[config.mk]
export PLATFORM = sky130hd
export DESIGN_NAME = sync_length_frame_parser_with_ack
export DESIGN_NICKNAME = d
export VERILOG_FILES = /design/src/rtl/slfp_pkg.sv /design/src/rtl/slfp_front.sv /design/src/rtl/slfp_queue.sv /design/src/rtl/slfp_back.sv /design/src/rtl/sync_length_frame_parser_with_ack.sv
export SDC_FILE = /design/constraint.sdc
export NUM_CORES = 1
export LEC_CHECK = 0
export BUFFER_PORTS_ARGS = -buffer_cell sky130_fd_sc_hd__buf_2
export CORE_ASPECT_RATIO = 0.7
export CORE_MARGIN = 1
export CORE_UTILIZATION = 40
export DETAILED_ROUTE_END_ITERATION = 16
export GPL_TIMING_DRIVEN = 0
export MAX_ROUTING_LAYER = met4
export PLACE_DENSITY = 0.69
export SLEW_MARGIN = 30
export SYNTH_ARGS = -nofsm -noshare
export SYNTH_HDL_FRONTEND = slang
export SYNTH_SLANG_ARGS = --single-unit
[constraint.sdc]
create_clock -name clk -period 4 [get_ports clk]
set_input_delay 0.4 -clock clk [delete_from_list [all_inputs] [get_ports clk]]
set_output_delay 0.4 -clock clk [all_outputs]
set_load 0.005 [all_outputs]
[src/rtl/slfp_pkg.sv]
// ----------------------------------------------------------------------------
// slfp_pkg
// Shared types and constants of the sync/length frame parser.
// ----------------------------------------------------------------------------
package slfp_pkg;

	localparam int unsigned QUEUE_DEPTH_DEF = 4;

	localparam logic [7:0] SYNC_BYTE     = 8'hAA;
	localparam logic [7:0] ACK_ZERO_BYTE = 8'h00;
	localparam logic [7:0] ACK_LEN_BYTE  = 8'h02;
	localparam logic [7:0] ACK_CMD_BYTE  = 8'h14;

	localparam logic       KIND_FRAME = 1'b0;
	localparam logic       KIND_ACK   = 1'b1;

	localparam int unsigned CNT_W       = 9;
	localparam logic [CNT_W-1:0] CNT_LEN  = 9'd3;
	localparam logic [CNT_W-1:0] CNT_CODE = 9'd4;
	localparam logic [CNT_W-1:0] HDR_LEN  = 9'd4;

	// one classified frame byte handed from front to back
	typedef struct packed {
		logic [7:0] data;
		logic       ends;
		logic       ack;
		logic [7:0] code;
	} cmd_t;

endpackage

[src/rtl/slfp_front.sv]
// ----------------------------------------------------------------------------
// slfp_front
// Hunts for sync, counts frame bytes and classifies each byte taken.
// ----------------------------------------------------------------------------
module slfp_front import slfp_pkg::*; (
	input  logic       clk,
	input  logic       arst_n,
	input  logic       push,
	input  logic       full,
	input  logic [7:0] rx_byte,
	output logic       wr_en,
	output cmd_t       wr_data
);

	logic             in_frame_q;
	logic [CNT_W-1:0] byte_count_q;
	logic [7:0]       length_low_q;
	logic [7:0]       event_code_q;

	logic             accept;
	logic             take;
	logic [CNT_W-1:0] cnt_next;
	logic [7:0]       len_eff;
	logic [7:0]       code_eff;
	logic             ends;

	assign accept   = push & ~full;
	assign take     = accept & (in_frame_q | (rx_byte == SYNC_BYTE));
	assign cnt_next = in_frame_q ? byte_count_q + CNT_W'(1) : CNT_W'(1);
	assign len_eff  = (cnt_next == CNT_LEN) ? rx_byte : length_low_q;
	assign code_eff = (cnt_next == CNT_CODE) ? rx_byte : event_code_q;
	assign ends     = (cnt_next >= HDR_LEN) &&
	                  (cnt_next >= HDR_LEN + {1'b0, len_eff});

	assign wr_en        = take;
	assign wr_data.data = rx_byte;
	assign wr_data.ends = ends;
	assign wr_data.ack  = code_eff != 8'h00;
	assign wr_data.code = code_eff;

	always_ff @(posedge clk or negedge arst_n) begin
		if (!arst_n) begin
			in_frame_q   <= 1'b0;
			byte_count_q <= '0;
			length_low_q <= '0;
			event_code_q <= '0;
		end else if (take) begin
			length_low_q <= len_eff;
			event_code_q <= code_eff;
			if (ends) begin
				in_frame_q   <= 1'b0;
				byte_count_q <= '0;
			end else begin
				in_frame_q   <= 1'b1;
				byte_count_q <= cnt_next;
			end
		end
	end

endmodule

[src/rtl/slfp_queue.sv]
// ----------------------------------------------------------------------------
// slfp_queue
// Short register queue between the classifier and the output sequencer.
// ----------------------------------------------------------------------------
module slfp_queue import slfp_pkg::*; #(
	parameter int unsigned DEPTH = QUEUE_DEPTH_DEF
) (
	input  logic clk,
	input  logic arst_n,
	input  logic wr_en,
	input  cmd_t wr_data,
	input  logic rd_en,
	output cmd_t rd_data,
	output logic full,
	output logic empty
);

	localparam int unsigned PTR_W = (DEPTH > 1) ? $clog2(DEPTH) : 1;
	localparam int unsigned CNT_QW = $clog2(DEPTH + 1);
	localparam logic [PTR_W-1:0] PTR_LAST = PTR_W'(DEPTH - 1);
	localparam logic [CNT_QW-1:0] CNT_FULL = CNT_QW'(DEPTH);

	cmd_t              mem_q [DEPTH];
	logic [PTR_W-1:0]  wr_ptr_q;
	logic [PTR_W-1:0]  rd_ptr_q;
	logic [CNT_QW-1:0] count_q;

	logic do_wr;
	logic do_rd;

	assign full    = count_q == CNT_FULL;
	assign empty   = count_q == '0;
	assign do_wr   = wr_en & ~full;
	assign do_rd   = rd_en & ~empty;
	assign rd_data = mem_q[rd_ptr_q];

	always_ff @(posedge clk) begin
		if (do_wr) begin
			mem_q[wr_ptr_q] <= wr_data;
		end
	end

	always_ff @(posedge clk or negedge arst_n) begin
		if (!arst_n) begin
			wr_ptr_q <= '0;
			rd_ptr_q <= '0;
			count_q  <= '0;
		end else begin
			if (do_wr) begin
				wr_ptr_q <= (wr_ptr_q == PTR_LAST) ? '0 : wr_ptr_q + PTR_W'(1);
			end
			if (do_rd) begin
				rd_ptr_q <= (rd_ptr_q == PTR_LAST) ? '0 : rd_ptr_q + PTR_W'(1);
			end
			if (do_wr && !do_rd) begin
				count_q <= count_q + CNT_QW'(1);
			end else if (do_rd && !do_wr) begin
				count_q <= count_q - CNT_QW'(1);
			end
		end
	end

endmodule

[src/rtl/slfp_back.sv]
// ----------------------------------------------------------------------------
// slfp_back
// Passes frame bytes on and plays out the acknowledge frame after a frame end.
// ----------------------------------------------------------------------------
module slfp_back import slfp_pkg::*; (
	input  logic       clk,
	input  logic       arst_n,
	input  logic       q_empty,
	input  cmd_t       q_data,
	output logic       q_rd,
	input  logic       pop,
	output logic       empty,
	output logic       out_kind,
	output logic [7:0] out_byte,
	output logic       frame_last,
	output logic       run_last
);

	localparam logic [2:0] STEP_IDLE = 3'd0;
	localparam logic [2:0] STEP_SYNC = 3'd1;
	localparam logic [2:0] STEP_ZERO = 3'd2;
	localparam logic [2:0] STEP_LEN  = 3'd3;
	localparam logic [2:0] STEP_CMD  = 3'd4;
	localparam logic [2:0] STEP_CODE = 3'd5;
	localparam logic [2:0] STEP_SUM  = 3'd6;

	logic [2:0] step_q;
	logic [7:0] code_q;
	logic       out_valid_q;
	logic       kind_q;
	logic [7:0] byte_q;
	logic       flast_q;
	logic       rlast_q;

	logic       load;
	logic       busy;
	logic [7:0] ack_byte;

	assign load = ~out_valid_q | pop;
	assign busy = step_q != STEP_IDLE;
	assign q_rd = load & ~busy & ~q_empty;

	always_comb begin
		case (step_q)
			STEP_SYNC: ack_byte = SYNC_BYTE;
			STEP_ZERO: ack_byte = ACK_ZERO_BYTE;
			STEP_LEN:  ack_byte = ACK_LEN_BYTE;
			STEP_CMD:  ack_byte = ACK_CMD_BYTE;
			STEP_CODE: ack_byte = code_q;
			STEP_SUM:  ack_byte = 8'h00 - (ACK_LEN_BYTE + ACK_CMD_BYTE + code_q);
			default:   ack_byte = ACK_ZERO_BYTE;
		endcase
	end

	always_ff @(posedge clk) begin
		if (load && busy) begin
			kind_q  <= KIND_ACK;
			byte_q  <= ack_byte;
			flast_q <= step_q == STEP_SUM;
			rlast_q <= step_q == STEP_SUM;
		end else if (q_rd) begin
			kind_q  <= KIND_FRAME;
			byte_q  <= q_data.data;
			flast_q <= q_data.ends;
			rlast_q <= ~(q_data.ends & q_data.ack);
			code_q  <= q_data.code;
		end
	end

	always_ff @(posedge clk or negedge arst_n) begin
		if (!arst_n) begin
			step_q      <= STEP_IDLE;
			out_valid_q <= 1'b0;
		end else if (load) begin
			out_valid_q <= busy | q_rd;
			if (busy) begin
				step_q <= (step_q == STEP_SUM) ? STEP_IDLE : step_q + 3'd1;
			end else if (q_rd && q_data.ends && q_data.ack) begin
				step_q <= STEP_SYNC;
			end
		end
	end

	assign empty      = ~out_valid_q;
	assign out_kind   = kind_q;
	assign out_byte   = byte_q;
	assign frame_last = flast_q;
	assign run_last   = rlast_q;

endmodule

[src/rtl/sync_length_frame_parser_with_ack.sv]
// A frame byte goes through the queue and the back part's output register to the result ports.
// Throughput: one result per cycle while popped; a nonzero-code frame end makes seven results.
// The acknowledge sequencer in the back part sets the rate: it reads no queue byte while busy.
// The front takes a byte every cycle while the queue between the two parts has room.
// Reset: asynchronous, active low; parser hunts for sync, queue and output are empty.
// ----------------------------------------------------------------------------
// sync_length_frame_parser_with_ack
// Sync/length frame parser that passes frame bytes on and emits acknowledges.
// ----------------------------------------------------------------------------
module sync_length_frame_parser_with_ack import slfp_pkg::*; #(
	parameter int unsigned QUEUE_DEPTH = QUEUE_DEPTH_DEF
) (
	input  logic       clk,
	input  logic       arst_n,
	input  logic       push,
	output logic       full,
	input  logic [7:0] rx_byte,
	output logic       empty,
	input  logic       pop,
	output logic       out_kind,
	output logic [7:0] out_byte,
	output logic       frame_last,
	output logic       run_last
);

	logic wr_en;
	cmd_t wr_data;
	logic q_rd;
	cmd_t q_data;
	logic q_empty;

	slfp_front u_front (
		.clk     (clk),
		.arst_n  (arst_n),
		.push    (push),
		.full    (full),
		.rx_byte (rx_byte),
		.wr_en   (wr_en),
		.wr_data (wr_data)
	);

	slfp_queue #(
		.DEPTH (QUEUE_DEPTH)
	) u_queue (
		.clk     (clk),
		.arst_n  (arst_n),
		.wr_en   (wr_en),
		.wr_data (wr_data),
		.rd_en   (q_rd),
		.rd_data (q_data),
		.full    (full),
		.empty   (q_empty)
	);

	slfp_back u_back (
		.clk        (clk),
		.arst_n     (arst_n),
		.q_empty    (q_empty),
		.q_data     (q_data),
		.q_rd       (q_rd),
		.pop        (pop),
		.empty      (empty),
		.out_kind   (out_kind),
		.out_byte   (out_byte),
		.frame_last (frame_last),
		.run_last   (run_last)
	);

endmodule
* Word level (Yosys, flattened, before mapping)
Memories as Yosys holds them, arrays and structs flattened.
Index checks and enable logic that the tools add are counted.
** Word-level totals
- Bits in latches :: 0
- Memories kept :: 1
- RAM bits :: 72
- Memory bits (read-only) :: 0
- Register bits after elaboration :: 56
- Output and inout bits :: 13
- Bits of input ports :: 12
** Operators by class
- Shift operators :: 0
- Mux-type cells :: 21
- $mul :: 0
- Bitwise operators :: 16
- Equality and inequality tests :: 11
- $add $sub $neg :: 9
- $lt $le $gt $ge :: 2
- Reductions and logical operators :: 16
- Divide/modulo/power cells :: 0
** Memories
- u_queue.mem_q :: words 4, width 18, read ports 1, clocked after Yosys merged registers in 0, write ports 1, RTL line slfp_queue.sv:23 : cmd_t mem_q [DEPTH];
** Operators with widths (number)
- 8-bit one-hot mux with 5 select lines :: 1
- 8-bit 2-to-1 mux :: 4
- 9-bit 2-to-1 mux :: 2
- 3-bit 2-to-1 mux :: 5
- 3-bit equality test (second input constant) :: 4
- 3-bit by 8-bit adder with 9-bit output (first input constant) :: 1
- 9-bit by 1-bit adder with 9-bit output (second input constant) :: 1
- 9-bit by 2-bit equality test with 1-bit output (second input constant) :: 1
- 9-bit by 3-bit equality test with 1-bit output (second input constant) :: 1
- 9-bit by 3-bit greater-or-equal comparator with 1-bit output (second input constant) :: 1
- 9-bit greater-or-equal comparator :: 1
- 5-bit by 8-bit adder with 8-bit output (first input constant) :: 1
- 8-bit equality test (second input constant) :: 1
- 8-bit nonzero test :: 1
- 1-bit by 8-bit subtractor with 8-bit output (first input constant) :: 1
- 1-bit bitwise AND :: 7
- 1-bit 2-to-1 mux :: 7
- 3-bit by 1-bit adder with 3-bit output (second input constant) :: 2
- 1-bit logical AND :: 6
- 1-bit NOT :: 6
- 2-bit nonzero test :: 3
- 2-bit by 1-bit adder with 2-bit output (second input constant) :: 2
- 2-bit equality test (second input constant) :: 2
- 2-bit 2-to-1 mux :: 2
- other kinds (8) :: 12

* Depth between registers and ports, before layout
Gate-level depths: netlist (run 1).
- Word-level depth :: 9
- Mapped depth :: 21
- Depth with buffers taken out :: 18

* Modules after synthesis
Synthesis (run 1) repeated with hierarchy kept, for this count alone.
** Unflattened totals
- Cell total of the unflattened synthesis :: 448
- Area total of the unflattened synthesis :: 6277.3 um^2
** Modules (own cells, without submodules)
- slfp_queue :: cells each 131, sequential area each 2337.2 um^2, times used 1, area each 3046.7 um^2
- slfp_front :: cells each 197, sequential area each 650.6 um^2, times used 1, area each 1990.7 um^2
- slfp_back :: cells each 120, sequential area each 660.6 um^2, times used 1, area each 1239.9 um^2

* Worst setup path after synthesis (run 1)
Ideal clock, no wire load.
- Kind :: flip-flop to flip-flop
- Start point :: reg u_front.byte_count_q[0]
- End point :: reg u_front.in_frame_q
- Stages on the path, launching flop included :: 20
- Setup slack :: -195 ps
- Required time :: 3876 ps
- Arrival :: 4071 ps
- Clock period less this slack :: 4195 ps
- Setup time :: 124 ps
- Path through :: dfrtp_1 -> ha_1 -> xnor2_2 -> nor2_2 -> or3_1 -> and3b_1 -> buf_6 -> buf_6 -> mux2_2 -> ha_1 -> nand3_1 -> xnor2_1 -> o21ai_0 -> ha_1 -> and4_1 -> o21ai_0 -> o221a_2 -> o21bai_1 -> nor2_1 -> a211o_1
** Between the ends
- Longest elaborated chain between the ends :: 8
** RTL lines
- start, declared :: RTL line slfp_front.sv:16 : logic [CNT_W-1:0] byte_count_q;
- start signal, assigned :: RTL line slfp_front.sv:55 : byte_count_q <= cnt_next;
- 9-bit by 1-bit adder with 9-bit output :: RTL line slfp_front.sv:29 : assign cnt_next = in_frame_q ? byte_count_q + CNT_W'(1) : CNT_W'(1);
- 9-bit 2-to-1 mux :: RTL line slfp_front.sv:29
- 9-bit by 2-bit equality test with 1-bit output :: RTL line slfp_front.sv:30 : assign len_eff = (cnt_next == CNT_LEN) ? rx_byte : length_low_q;
- 8-bit 2-to-1 mux :: RTL line slfp_front.sv:30
- via u_front.len_eff[3] :: RTL line slfp_front.sv:23 : logic [7:0] len_eff;
- 3-bit by 8-bit adder with 9-bit output :: RTL line slfp_front.sv:33 : (cnt_next >= HDR_LEN + {1'b0, len_eff});
- 9-bit greater-or-equal comparator :: RTL line slfp_front.sv:33
- 1-bit logical AND :: RTL line slfp_front.sv:32 : assign ends = (cnt_next >= HDR_LEN) &&
- 1-bit 2-to-1 mux :: RTL line slfp_front.sv:50 : if (ends) begin
- end signal, assigned :: RTL line slfp_front.sv:43 : in_frame_q <= 1'b0;
- end signal, assigned :: RTL line slfp_front.sv:51 : in_frame_q <= 1'b0;
- end signal, assigned :: RTL line slfp_front.sv:54 : in_frame_q <= 1'b1;
- end, declared :: RTL line slfp_front.sv:15 : logic in_frame_q;
The timed path passes the listed nets, and every way through them passes these cells.
A chain may end at the register's enable or synchronous reset.

* Worst setup path in the final report (run 1)
- Start point :: reg u_front.byte_count_q[0]
- End point :: reg u_front.byte_count_q[1]
** Between the ends
- Longest elaborated chain between the ends :: 8
** RTL lines (RTL line)
- 9-bit by 1-bit adder with 9-bit output * :: slfp_front.sv:29
- 9-bit 2-to-1 mux * :: slfp_front.sv:29
- 9-bit by 2-bit equality test with 1-bit output :: slfp_front.sv:30
- 8-bit 2-to-1 mux :: slfp_front.sv:30
- 3-bit by 8-bit adder with 9-bit output :: slfp_front.sv:33
- 9-bit greater-or-equal comparator :: slfp_front.sv:33
- 1-bit logical AND :: slfp_front.sv:32
- 9-bit 2-to-1 mux * :: slfp_front.sv:50
Every way passes the cells marked *; elsewhere a longest branch is shown, timed or not.

==> reports/summary.txt, run 1 <==
port buffer count -> 24
clock skew -> 0.0104 ns
Bufs on Longest Clock Path -> 2
Fin. Hold Viols -> 0
first-pass GRT wire length -> 20200 um
Chip Width -> 150 um
pwr dens -> 790 nW/um^2
syn nets -> 473
max-slew violations -> 0
FF+latch area -> 3650 sq um
Final Cycle Share -> 99.9%
Max Cap Viol -> 0
post-layout minimum cycle time -> 3.99 ns
wire length per cell -> 18.1 um
gr ovfl total -> 0
Post-Syn Area -> 6100 sq um
clock tree from TritonCTS -> yes
peak supply drop -> 328 uV
synthesized area per cell -> 13.8 sq um
CTS clk-pin slew, worst paths -> 0.06 ns
# rows -> 37
CP Class -> reg -> reg
crit-path cells -> ha_4 -> xnor2_4 -> nor2_4 -> or3_4 -> and3b_2 -> buf_6 -> mux2_4 -> ha_4 -> nand3_2 -> xor2_1 -> nand2_1 -> o21ai_2 -> ha_1 -> and4_1 -> o21ai_1 -> o221a_2 -> o21bai_4 -> o21a_1 -> o31ai_2
vias in the first global route -> 3857
Synth area leader -> edfxtp_1
routed via count -> 3921
placed cell area -> 6470 sq um
worst slew pin tran -> 0.939 ns
htree depth -> 4
worst setup margin -> 0.00588 ns
CP startpoint kind -> flip-flop
Detail Placement HPWL -> 8650 um
FF+latch count, synth -> 128
# DRC -> 0
Avg Vias per Cell -> 5.51
register area share after synthesis -> 59.9%
Top FF cell, synth -> edfxtp_1
Core ar. -> 14800 sq um
RD Place Congestion -> 0.826
Synth area leaders -> edfxtp_1 44%, dfrtp_1 15%, mux4_2 6.7%, mux2_2 5.0%, ha_1 3.9%
gate count of the mapped netlist -> 441
pre-CTS WS -> -0.388 ns
I/O pin count -> 25
EDFF count, synth -> 90
Leak -> 0.00283 uW
YS warnings -> 0
final instance area -> 7320 sq um
Clock Latency Late Sink -> 0.43 ns
Die H -> 105 um
total wire length -> 12900 um
clk sinks -> 128
pin count of the biggest net entering global routing -> 38
Max stage delay cell, worst path -> dfrtp_2
status -> finished, final reports clean
max frequency -> 250 MHz
Slew Limit Headroom -> 37.4%
fill count -> 1236
post-synth top area share -> 44.3%
initial antenna violation count -> 0
Yosys cell types -> 57
GRT Resource Usage Total -> 17.9%
Hold Crit Class -> in -> reg
Initial Util -> 41.3%
Root Buffer -> clkbuf_16
worst stage delay on the critical path -> 0.43 ns
DRT iter0 DRCs -> 273
CTS buffer count -> 17
RSZ-0062 raised after global routing -> yes
ANT cells -> 0
area grow syn2layout -> 20.0%
commonest non-fill, non-tap cell in the layout -> edfxtp_1
critical path data required time -> 4.28 ns
Detailed Routing Iterations Pass 1 -> 5
ys async rst share -> 28.9%
most used cell, CP -> ha_4
fin nets -> 536
Critical Path End Type -> flip-flop
CP arrival -> 4.28 ns
Tot Pwr -> 5780 uW
die area -> 15700 sq um
multi-input combinational cell area -> 2420 sq um
# setup viols final -> 0
share of layout cells above drive strength 1 -> 30.9%
setup TNS -> 0 ns
crit path max fanout -> 8
highest-count cells in the layout ignoring fill and taps -> 90 x edfxtp_1, 40 x nand2_1, 36 x dfrtp_1
antenna-violating nets left -> 0
## flip-flops by register name (all words and copies together), names as in the netlist, 2 cells and up
name / flops
u_front.length_low_q: 8
u_queue.rd_ptr_q: 2
u_queue.count_q: 3
u_back.out_byte: 8
u_queue.wr_ptr_q: 2
u_front.event_code_q: 8
u_back.step_q: 3
u_back.code_q: 8
u_queue.mem_q: 72
u_front.byte_count_q: 9
## Yosys cell counts (all sizes together), types with 2 or more instances
cell	n
edfxtp	90
nand2	41
dfrtp	37
mux2	29
nor2	23
ha	19
mux4	18
o21ai	17
inv	15
nand3	14
xnor2	14
clkbuf	13
a21oi	11
xor2	10
and2	8
buf	8
o31ai	6
a21o	4
a22oi	4
a31oi	4
nor3	4
nor4	4
o41ai	4
or3	4
and3	3
and4	3
nand4	3
nor2b	3
o22ai	3
a211oi	2
a22o	2
a32o	2
mux2i	2
nand2b	2
nor3b	2
o221a	2
## critical path, delay by kind of cell, from the launching register on
kind | cells | cell delay (ns)
simple gates | 6 | 1.06
compound gates | 6 | 0.96
fa+ha+maj | 3 | 0.67
flops | 1 | 0.43
mux | 1 | 0.33
xor+xnor | 2 | 0.26
buf+inv | 1 | 0.13
## power by group
group | internal [uW] | switching [uW] | leakage, uW
Clock | 864 | 606 | 0.000267
Combinational | 1010 | 1160 | 0.00125
Sequential | 1930 | 208 | 0.00131
## area by class of cell
class                           instances  area share, %
Sequential cell                       128           49.9
Multi-Input combinational cell        277           33.1
Clock buffer                           18           5.87
Timing Repair Buffer                   45           3.88
Tap cell                              195           3.33
Clock inverter                         14           1.83
Buffer                                 20           1.30
Inverter                               15          0.769
## layer usage
metal  part of all wire, %  track usage (%)
met5                     0                -
met2                    45             25.2
met1                    45             24.9
met3                   8.0             5.37
met4                   1.4             5.39
## worst paths after layout
check	startpoint	endpoint	slack, ns	depth (start not counted)
hold reg to reg	u_back.out_kind	u_back.out_kind	0.46	2
setup / recovery	u_front.byte_count_q[0]	u_front.byte_count_q[1]	0.006	19
hold / removal	rx_byte[5]	u_queue.mem_q[1][15]	0.22	1
setup reg to reg	u_front.byte_count_q[0]	u_front.byte_count_q[1]	0.006	19
min in group asynchronous	arst_n	u_front.length_low_q[7]	0.48	2
max in group asynchronous	arst_n	u_front.byte_count_q[0]	3.11	2
## timing repair
action	CTS	global route
resized for setup	8	17
setup buffers	6	13
hold buffers	0	1
cloned	0	1
endpoints found under the hold margin	0	37
setup endpoints to repair	14	14
pin swaps	5	11
## per-stage QoR
stage	std cells	util, %	hold slack, ns
after CTS	697	48.1	0.133
final	712	49.5	0.222
after global placement	660	43.8	0.441
after floorplan	441	-	0.104
after global routing	712	49.5	0.218
after detailed placement	660	43.8	0.453
## cell families (layout without fill, tap and decap cells)
family,after synthesis,after routing,synth area share [%]
AOI/OAI and AO/OA,67,67,7.57
xor gates and xnor gates,24,24,3.57
adders and majority gates,20,20,4.23
buffers and inverters,36,112,2.67
DFF,128,128,59.9
muxes,49,49,12.3
and+or+nand+nor,117,117,9.77
No activity file was read; power rests on OpenSTA's default activity.
==> run 2: changes to the inputs <==
Settings changed: SETUP_SLACK_MARGIN from default to 0.15, SKIP_CTS_REPAIR_TIMING from default to 1.
==> reports/summary.txt, run 2 (same netlist as run 1, synthesis figures left out) <==
status -> finished with violations
failing checks -> setup timing
clock skew -> 0.00873 ns (-0.00164 ns)
Die H -> 105 um (unchanged)
first-pass GRT wire length -> 20300 um (+0.75%)
critical path data required time -> 4.29 ns (about the same)
total wire length -> 12800 um (-0.86%)
I/O pin count -> 25 (unchanged)
hold path endpoint -> u_queue.mem_q[1][15]
RD Place Congestion -> 0.828 (+0.31%)
Avg Vias per Cell -> 5.44 (-1.2%)
ANT cells -> 0 (unchanged)
top flop regs -> u_queue.mem_q x72, u_front.byte_count_q x9
Chip Width -> 150 um (unchanged)
Detail Placement HPWL -> 8670 um (+0.16%)
r2r worst-path depth -> 19 (unchanged)
port buffer count -> 24 (unchanged)
# setup viols final -> 14 (+14)
RSZ-0062 raised after global routing -> yes
# rows -> 37 (unchanged)
highest-count cells in the layout ignoring fill and taps -> 90 x edfxtp_1, 40 x nand2_1, 35 x dfrtp_1
Top delay family on crit path -> simple AND/OR/NAND/NOR gates
worst setup margin -> -0.143 ns (-0.148 ns)
Fin. Hold Viols -> 0 (unchanged)
gr ovfl total -> 0 (unchanged)
worst r2r src -> u_front.byte_count_q[0]
wire length per cell -> 18.1 um (about the same)
crit path max fanout -> 6 (-2)
max-slew violations -> 0 (unchanged)
Hold Crit Class -> in -> reg
max reg flops -> 72 (unchanged)
area grow syn2layout -> 20.3%
CP Buf/Inv Count -> 2 (+1)
Levels on crit path -> 19 (unchanged)
worst stage delay on the critical path -> 0.45 ns (+0.02 ns)
CP startpoint kind -> flip-flop
Leak -> 0.00285 uW (+0.58%)
Detailed Routing Iterations Pass 1 -> 5 (unchanged)
FF+latch area -> 3650 sq um (about the same)
final core occ -> 49.6% (+0.10 points)
Hold Path Depth -> 1 (unchanged)
Initial Util -> 41.3% (unchanged)
Max Cap Viol -> 0 (unchanged)
worst slew pin tran -> 0.700 ns (-0.239 ns)
Reg2Reg Setup Slack -> -0.14 ns (-0.15 ns)
initial antenna violation count -> 0 (unchanged)
GRT Resource Usage Total -> 18.1% (+0.16 points)
# DRC -> 0 (unchanged)
Hold Startpoint -> rx_byte[5]
antenna-violating nets left -> 0 (unchanged)
DRT iter0 DRCs -> 260 (-4.8%)
Slew Limit Headroom -> 53.1% (+16 points)
multi-input combinational cell area -> 2430 sq um (+0.10%)
fill count -> 1260 (+1.9%)
CTS buffer count -> 17 (unchanged)
share of layout cells above drive strength 1 -> 29.9% (-1.0 points)
vias in the first global route -> 3733 (-3.2%)
Clock Latency Late Sink -> 0.42 ns (about the same)
Core ar. -> 14800 sq um (unchanged)
Critical Path End Type -> flip-flop
Bufs on Longest Clock Path -> 2 (unchanged)
fin nets -> 530 (-1.1%)
Max stage delay cell, worst path -> dfrtp_2
Final Cycle Share -> 104% (+3.7 points)
max frequency -> 241 MHz (-3.6%)
routed via count -> 3843 (-2.0%)
R2R Path End -> u_front.in_frame_q
Reg with most FFs -> u_queue.mem_q
CTS clk-pin slew, worst paths -> 0.06 ns (about the same)
pwr dens -> 797 nW/um^2 (+0.92%)
commonest non-fill, non-tap cell in the layout -> edfxtp_1
CP Class -> reg -> reg
die area -> 15700 sq um (unchanged)
clock tree from TritonCTS -> yes
crit-path cells -> ha_4 -> xnor2_4 -> nor2_4 -> or3_4 -> and3b_1 -> buf_6 -> buf_8 -> mux2_4 -> ha_4 -> nand3_4 -> xnor2_2 -> o21ai_1 -> ha_1 -> and4_1 -> o21ai_1 -> o221a_2 -> o21bai_4 -> nor2_1 -> a211o_1
peak supply drop -> 363 uV (+11%)
post-layout minimum cycle time -> 4.14 ns (+0.148 ns)
Root Buffer -> clkbuf_16
htree depth -> 4 (unchanged)
CP arrival -> 4.44 ns (+0.16 ns)
pin count of the biggest net entering global routing -> 38 (unchanged)
pre-CTS WS -> -0.286 ns (+0.102 ns)
clk sinks -> 128 (unchanged)
## run 2: cell type report
cell class                 count  share of cell area [%]
sequential                   128                    49.8
buffer                        21                    1.50
clock buffer                  18                    5.85
timing repair buffer          38                    3.19
multi-input combinational    277                    33.1
tap                          195                    3.33
inverter                      15                   0.768
clock inverter                14                    2.46
## run 2: worst max path at each step
| stage | from | to | slack, ns |
|---|---|---|---|
| global placement | u_front.byte_count_q[0] | u_front.in_frame_q | -0.19 |
| finish | u_front.byte_count_q[0] | u_front.in_frame_q | -0.14 |
| floorplan | u_front.byte_count_q[0] | u_front.in_frame_q | 0.16 |
| CTS | u_front.byte_count_q[0] | u_front.in_frame_q | -0.31 |
| detailed placement | u_front.byte_count_q[0] | u_front.in_frame_q | -0.29 |
| global route | u_front.byte_count_q[0] | u_front.in_frame_q | -0.24 |
## run 2: metal layers
| metal | global-route usage [%] | wire (um) |
|---|---|---|
| met1 | 25.5 | 6250 |
| met4 | 5.25 | 110 |
| met2 | 25.9 | 5810 |
| met5 | - | 0 |
| met3 | 4.42 | 636 |
## run 2: worst reg2reg max path, delay by kind of cell, from the launching register on
kind	cells	cell delay, ns
flip-flops	1	0.45
buffers and inverters	2	0.23
AND/OR/NAND/NOR	6	1.04
XOR/XNOR	2	0.34
AO/OA/AOI/OAI	5	0.97
adder cells (fa/ha/maj)	3	0.69
multiplexers	1	0.31
## run 2: power breakdown
group / leakage, uW / total, uW / switching (uW) / internal (uW)
sequential: 0.00131 / 2150 / 217 / 1940
combinational: 0.00125 / 2100 / 1130 / 972
clock: 0.000292 / 1590 / 597 / 991
total: 0.00285 / 5840 / 1950 / 3900
## run 2: per-stage QoR
stage,instances,setup TNS [ns],total power [uW],cell area (sq um),hold WS [ns]
2_1_floorplan,441,0,3510,6130,0.104
3_3_place_gp,660,-1.50,4000,6490,0.433
3_5_place_dp,660,-2.71,4070,6500,0.433
4_1_cts,692,-3.22,5660,7110,0.148
5_1_grt,706,-2.27,6190,7330,0.223
6_report,706,-0.778,5840,7330,0.233
